File: config.mk
export PLATFORM = sky130hd
export DESIGN_NAME = tps_ctrl
export DESIGN_NICKNAME = d
export VERILOG_FILES = /design/src/rtl/tps_pkg.sv /design/src/rtl/tps_ctrl.sv
export SDC_FILE = /design/constraint.sdc
export NUM_CORES = 1
export LEC_CHECK = 0
export ABC_AREA = 1
export BUFFER_PORTS_ARGS = -buffer_cell sky130_fd_sc_hd__buf_2
export CAP_MARGIN = 20
export CELL_PAD_IN_SITES_DETAIL_PLACEMENT = 1
export CELL_PAD_IN_SITES_GLOBAL_PLACEMENT = 1
export CORE_MARGIN = 5
export CORE_UTILIZATION = 25
export CTS_BUF_LIST = sky130_fd_sc_hd__clkbuf_4
export CTS_CLUSTER_DIAMETER = 120
export DETAILED_ROUTE_END_ITERATION = 12
export GPL_TIMING_DRIVEN = 0
export PLACE_DENSITY = 0.7
export SYNTH_ARGS = -nofsm -noshare
export SYNTH_HDL_FRONTEND = slang
export SYNTH_SLANG_ARGS = --single-unit
File: constraint.sdc
create_clock -name clk -period 1.6 [get_ports clk]
set_input_delay 0.16 -clock clk [delete_from_list [all_inputs] [get_ports clk]]
set_output_delay 0.16 -clock clk [all_outputs]
set_load 0.01 [all_outputs]
File: src/rtl/tps_pkg.sv
package tps_pkg;

  // CORDIC length, 8..24
  localparam int CORDIC_STEPS = 16;
  localparam int STEP_W       = $clog2(CORDIC_STEPS);

  localparam int CFG_IDX_W  = 3;
  localparam int CFG_DATA_W = 17;

  localparam int ANG_W  = 26;   // Q9.16 degrees
  localparam int RATE_W = 20;   // Q11.8 deg/s
  localparam int ACC_W  = 16;
  localparam int CR_W   = 32;   // CORDIC x/y width

  localparam logic signed [ANG_W-1:0] DEG180 = 26'sd11796480;

  // register indexes
  localparam logic [CFG_IDX_W-1:0] CFG_BLEND_WEIGHT  = 3'd0;
  localparam logic [CFG_IDX_W-1:0] CFG_SAMPLE_PERIOD = 3'd1;
  localparam logic [CFG_IDX_W-1:0] CFG_ANGLE_GAIN    = 3'd2;
  localparam logic [CFG_IDX_W-1:0] CFG_RATE_GAIN     = 3'd3;
  localparam logic [CFG_IDX_W-1:0] CFG_DRIVE_CENTER  = 3'd4;
  localparam logic [CFG_IDX_W-1:0] CFG_DRIVE_HIGH    = 3'd5;
  localparam logic [CFG_IDX_W-1:0] CFG_DRIVE_LOW     = 3'd6;

  typedef enum logic [3:0] {
    ST_IDLE,
    ST_CORDIC,
    ST_PRED,
    ST_DIFF,
    ST_MUL,
    ST_SUM,
    ST_DRV,
    ST_DSUM,
    ST_FIN
  } tps_state_t;

  typedef struct packed {
    logic              load;
    logic              step;
    logic [STEP_W-1:0] idx;
    logic              pred;
    logic              diff;
    logic              mul;
    logic              sum;
    logic              drv;
    logic              dsum;
    logic              out;
  } tps_cmd_t;

  // arctan(2^-i) in Q9.16 degrees, rounded
  function automatic logic [21:0] atan_lut(input logic [4:0] i);
    logic [21:0] v;
    case (i)
      5'd0:    v = 22'd2949120;
      5'd1:    v = 22'd1740967;
      5'd2:    v = 22'd919879;
      5'd3:    v = 22'd466945;
      5'd4:    v = 22'd234379;
      5'd5:    v = 22'd117305;
      5'd6:    v = 22'd58666;
      5'd7:    v = 22'd29335;
      5'd8:    v = 22'd14668;
      5'd9:    v = 22'd7334;
      5'd10:   v = 22'd3667;
      5'd11:   v = 22'd1833;
      5'd12:   v = 22'd917;
      5'd13:   v = 22'd458;
      5'd14:   v = 22'd229;
      5'd15:   v = 22'd115;
      5'd16:   v = 22'd57;
      5'd17:   v = 22'd29;
      5'd18:   v = 22'd14;
      5'd19:   v = 22'd7;
      5'd20:   v = 22'd4;
      5'd21:   v = 22'd2;
      5'd22:   v = 22'd1;
      default: v = 22'd0;
    endcase
    return v;
  endfunction

endpackage

File: src/rtl/tps_ctrl.sv
module tps_ctrl (
  input  logic              clk,
  input  logic              rst_n,
  input  logic              in_valid,
  output logic              in_stall,
  output logic              out_valid,
  input  logic              out_stall,
  output tps_pkg::tps_cmd_t cmd
);

  tps_pkg::tps_state_t              state_r, state_nxt;
  logic [tps_pkg::STEP_W-1:0]       cnt_r, cnt_nxt;
  logic                             out_valid_r, out_valid_nxt;

  always_ff @(posedge clk) begin
    if (!rst_n) begin
      state_r     <= tps_pkg::ST_IDLE;
      cnt_r       <= '0;
      out_valid_r <= 1'b0;
    end else begin
      state_r     <= state_nxt;
      cnt_r       <= cnt_nxt;
      out_valid_r <= out_valid_nxt;
    end
  end

  always_comb begin
    state_nxt = state_r;
    cnt_nxt   = cnt_r;
    cmd       = '0;
    cmd.idx   = cnt_r;
    case (state_r)
      tps_pkg::ST_IDLE: begin
        if (in_valid) begin
          cmd.load  = 1'b1;
          cnt_nxt   = '0;
          state_nxt = tps_pkg::ST_CORDIC;
        end
      end
      tps_pkg::ST_CORDIC: begin
        cmd.step = 1'b1;
        if (cnt_r == tps_pkg::STEP_W'(tps_pkg::CORDIC_STEPS - 1)) begin
          state_nxt = tps_pkg::ST_PRED;
        end else begin
          cnt_nxt = cnt_r + 1'b1;
        end
      end
      tps_pkg::ST_PRED: begin
        cmd.pred  = 1'b1;
        state_nxt = tps_pkg::ST_DIFF;
      end
      tps_pkg::ST_DIFF: begin
        cmd.diff  = 1'b1;
        state_nxt = tps_pkg::ST_MUL;
      end
      tps_pkg::ST_MUL: begin
        cmd.mul   = 1'b1;
        state_nxt = tps_pkg::ST_SUM;
      end
      tps_pkg::ST_SUM: begin
        cmd.sum   = 1'b1;
        state_nxt = tps_pkg::ST_DRV;
      end
      tps_pkg::ST_DRV: begin
        cmd.drv   = 1'b1;
        state_nxt = tps_pkg::ST_DSUM;
      end
      tps_pkg::ST_DSUM: begin
        cmd.dsum  = 1'b1;
        state_nxt = tps_pkg::ST_FIN;
      end
      tps_pkg::ST_FIN: begin
        // wait for the output register to free up
        if (!out_valid_r || !out_stall) begin
          cmd.out   = 1'b1;
          state_nxt = tps_pkg::ST_IDLE;
        end
      end
      default: begin
        state_nxt = tps_pkg::ST_IDLE;
      end
    endcase
  end

  always_comb begin
    if (cmd.out) begin
      out_valid_nxt = 1'b1;
    end else if (out_valid_r && !out_stall) begin
      out_valid_nxt = 1'b0;
    end else begin
      out_valid_nxt = out_valid_r;
    end
  end

  assign in_stall  = (state_r != tps_pkg::ST_IDLE);
  assign out_valid = out_valid_r;

endmodule

==> metrics.log <==
INFO  metric ant_nets = 0
INFO  metric cts_made_buffers = 3
INFO  metric port-buffer-count = 18
INFO  metric worst_hold_path_startpoint = rst_n
INFO  metric slew_headroom = 79.96%
INFO  metric setup_violations = 0
INFO  metric required = 1.44 ns
INFO  metric cpMaxStageDelayCell = sky130_fd_sc_hd__dfxtp_1
INFO  metric max_clk_rate = 0.6847 GHz
INFO  metric cells_traversed_along_the_worst_timing_path = inv_2 > nand2_2 > nor2_4 > nand2_4 > inv_1 > buf_2
INFO  metric cts-root-to-sink-buffers = 2
INFO  metric synth_area_per_cell = 6.591 um2
INFO  metric totalNegativeSetupSlack = 0 ns
INFO  metric effective_utilization_at_floorplan = 25.87%
INFO  metric worst_clock_skew = 0.003557 ns
INFO  metric worst_skew_pair.late_latency = 0.26 ns
INFO  metric hold_depth = 3
INFO  metric route.detailed.vias_per_inst = 4.588
INFO  metric r2r_setup_slack = 0.30 ns
INFO  metric fin_nets = 114
INFO  metric number_of_slew_limit_violations_in_the_final_report = 0
INFO  metric vdd_drop_max = 0.0004997 V
INFO  metric reg2reg_from = cnt_r[0]$_SDFFE_PN0P_
INFO  metric final_cells = 136
INFO  metric synthDominantCellAreaShare = 31.79%
INFO  metric place.detailed.instances = 132
INFO  metric synth_common_cells = sky130_fd_sc_hd__inv_1 (14), sky130_fd_sc_hd__nand2_1 (14), sky130_fd_sc_hd__nand3_1 (12)
INFO  metric clock-sinks = 9
INFO  metric rr_worst_depth = 7
INFO  metric grt_antenna_before_repair = 0
INFO  metric detailedPlacementHpwl = 1215 um
INFO  metric worst-slew-pin-transition = 0.2995 ns
INFO  metric post-route-cell-area = 732.0 um2
INFO  metric fin_crit = 1.460 ns
INFO  metric clockRootBuffer = sky130_fd_sc_hd__clkbuf_4
INFO  metric timing.hold.worst.class = in -> reg
INFO  metric setup_repair_after_global_routing_missed_its_margin = false
INFO  metric grt_overflow_total = 0
INFO  metric routed-via-count = 624
INFO  metric mappedNetlistNets = 91
INFO  metric synth_area_leaders = sky130_fd_sc_hd__dfxtp_1 (32%), sky130_fd_sc_hd__nand3_1 (11%), sky130_fd_sc_hd__inv_1 (9.3%)
INFO  metric num_antenna_cells = 0
INFO  metric number_of_flip_flops_and_latches_in_the_synthesized_netlist = 9
INFO  metric gp_congestion = 0.7300
INFO  metric floorplan.io_pins = 19
INFO  metric synth-edff-count = 0
INFO  metric drt_first_pass_iters = 2
INFO  metric synthFlopType = sky130_fd_sc_hd__dfxtp_1
INFO  metric crit_arrival = 1.30 ns
INFO  metric timing.final.crit_share = 91.28%
INFO  metric cp_class = reg -> out
INFO  metric drcViolationCount = 0
INFO  metric tritoncts = done
INFO  metric critical_path.reg2reg.endpoint = state_r[0]$_SDFFE_PN0P_
INFO  metric placed_cell_area = 691.9 um2
INFO  metric powerDensity = 1339 mW/mm2
INFO  metric post_synth_inst_count = 86
INFO  metric synth-seq-area-share = 31.79%
INFO  metric grt_max_degree = 8
INFO  metric critPathBufInv = 3
INFO  metric drive_gt1_share = 36.11%
INFO  metric hold_end = state_r[0]$_SDFFE_PN0P_
INFO  metric total_number_of_yosys_warnings = 0
INFO  metric critical_path.endpoint_type = primary output
INFO  metric final_util = 33.41%
INFO  metric worstPathMaxFanout = 7
INFO  metric synth-async-reset-ratio = 0%
INFO  metric coreArea = 0.002191 mm2
INFO  metric flow.area_growth_from_synthesis = 29.14%
INFO  metric cts.clk_slew.worst_paths = 0.07 ns
INFO  metric synthDominantAreaCellType = sky130_fd_sc_hd__dfxtp_1
INFO  metric grt_first_pass_wirelength = 2601 um
INFO  metric critPathLaunchType = flop
INFO  metric post_synth_instance_area = 566.8 um2
INFO  metric timing.final.hold_violations = 0
INFO  metric fillCellCount = 290
INFO  metric total_power = 980.4 uW
INFO  metric cts.htree.levels = 1
INFO  metric grt_pass1_vias = 631
INFO  metric synth.lib_cells_used.distinct = 19
INFO  metric routed_wirelength = 1457 um
INFO  metric dieWidth = 57.62 um
INFO  metric worst_path_dominant_cell_family = flip-flops
INFO  metric timing.max_cap.violations = 0
INFO  metric p_leak = 0.3993 nW
INFO  metric run_status = complete, no violations
INFO  metric die_y = 57.62 um
INFO  metric hold_buffers = 0
INFO  metric std_cell_rows = 17
INFO  metric design.die.area = 0.003319 mm2
INFO  metric drtIter0Drc = 9
INFO  metric grtUsageTotal = 9.899%
INFO  metric worst_path_largest_cell_delay = 0.49 ns
INFO  metric wirelength_per_cell = 10.71 um
==> metal layers <==
metal  part of all wire (%)  vias to the layer above  wire length, um  track usage, %
li1                       -                      315                -               -
met1                     43                      292              624           10.83
met2                     49                       15              719           17.26
met3                    7.0                        2              102           4.900
met4                   0.69                        0               10           1.987
met5                      0                        -                0               0
==> metrics by stage <==
stage	hold slack [ns]	setup slack, ns
2_1_floorplan	0.2807	0.3807
3_3_place_gp	0.4249	0.3232
3_5_place_dp	0.4354	0.2890
4_1_cts	0.1488	0.06928
5_1_grt	0.1584	0.008455
6_report	0.1579	0.1396
==> tightest hold or removal path, stage by stage <==
cell                      delay [ns]
sky130_fd_sc_hd__buf_2          0.13
sky130_fd_sc_hd__nand2_1        0.06
sky130_fd_sc_hd__nor2_1         0.03
==> repair_timing <==
item | CTS | global route
endpoints found under the setup margin | 0 | 1
resized for setup | 0 | 3
buffers inserted | 0 | 0
==> layout by cell type (no fill, tap or decap) <==
cell type,count
sky130_fd_sc_hd__nand3_4,1
sky130_fd_sc_hd__nor2_2,4
sky130_fd_sc_hd__buf_4,1
sky130_fd_sc_hd__clkbuf_4,4
sky130_fd_sc_hd__nor2_1,8
sky130_fd_sc_hd__nor2_4,2
sky130_fd_sc_hd__nand2_1,14
sky130_fd_sc_hd__nor3_1,3
sky130_fd_sc_hd__a21oi_1,5
sky130_fd_sc_hd__nand4_1,2
sky130_fd_sc_hd__nand3_2,1
sky130_fd_sc_hd__nand2_2,4
sky130_fd_sc_hd__buf_2,18
sky130_fd_sc_hd__dfxtp_1,9
sky130_fd_sc_hd__nand3_1,12
sky130_fd_sc_hd__inv_2,2
sky130_fd_sc_hd__nand2_4,1
sky130_fd_sc_hd__inv_1,14
sky130_fd_sc_hd__or2_2,1
sky130_fd_sc_hd__clkinv_1,1
sky130_fd_sc_hd__ha_1,1
==> state kept, by name, indices dropped and copies added, names as in the netlist <==
signal,cells
cnt_r,4
out_valid,1
state_r,4
==> worst max path at each step <==
stage	start	end	slack (ns)	cells past startpoint
final	state_r[0]$_SDFFE_PN0P_	cmd[12]	0.14	6
after global routing	state_r[3]$_SDFFE_PN0P_	cmd[0]	0.008	6
after CTS	state_r[0]$_SDFFE_PN0P_	cmd[0]	0.07	5
after detailed placement	cnt_r[0]$_SDFFE_PN0P_	state_r[0]$_SDFFE_PN0P_	0.29	7
after global placement	cnt_r[0]$_SDFFE_PN0P_	state_r[0]$_SDFFE_PN0P_	0.32	7
after floorplan	cnt_r[0]$_SDFFE_PN0P_	state_r[0]$_SDFFE_PN0P_	0.38	7
==> kinds of logic after synthesis <==
kind of cell	count (synthesis)	synth area share [%]
compound gates	5	4.414
flops	9	31.79
simple gates	53	49.01
fa+ha+maj	1	2.207
buf+inv	18	12.58
==> power by group <==
| group | internal (mW) | leakage (nW) | switching [mW] | total, mW |
|---|---|---|---|---|
| registers | 0.263 | 0.0734 | 0.0611 | 0.324 |
| clock network | 0.113 | 0.0184 | 0.0880 | 0.201 |
| logic | 0.173 | 0.308 | 0.282 | 0.455 |
==> final cells by class <==
type                    count  area (um2)  area share [%]
repair buffers             18       90.09           12.31
plain buffers               1       7.507           1.026
flip-flops and latches      9       180.2           24.62
multi-input cells          59       325.3           44.44
inverters                  17       63.81           8.718
well taps                  28       35.03           4.786
clock buffers               4       30.03           4.103
Note: power is estimated with default switching activity, not from simulation.
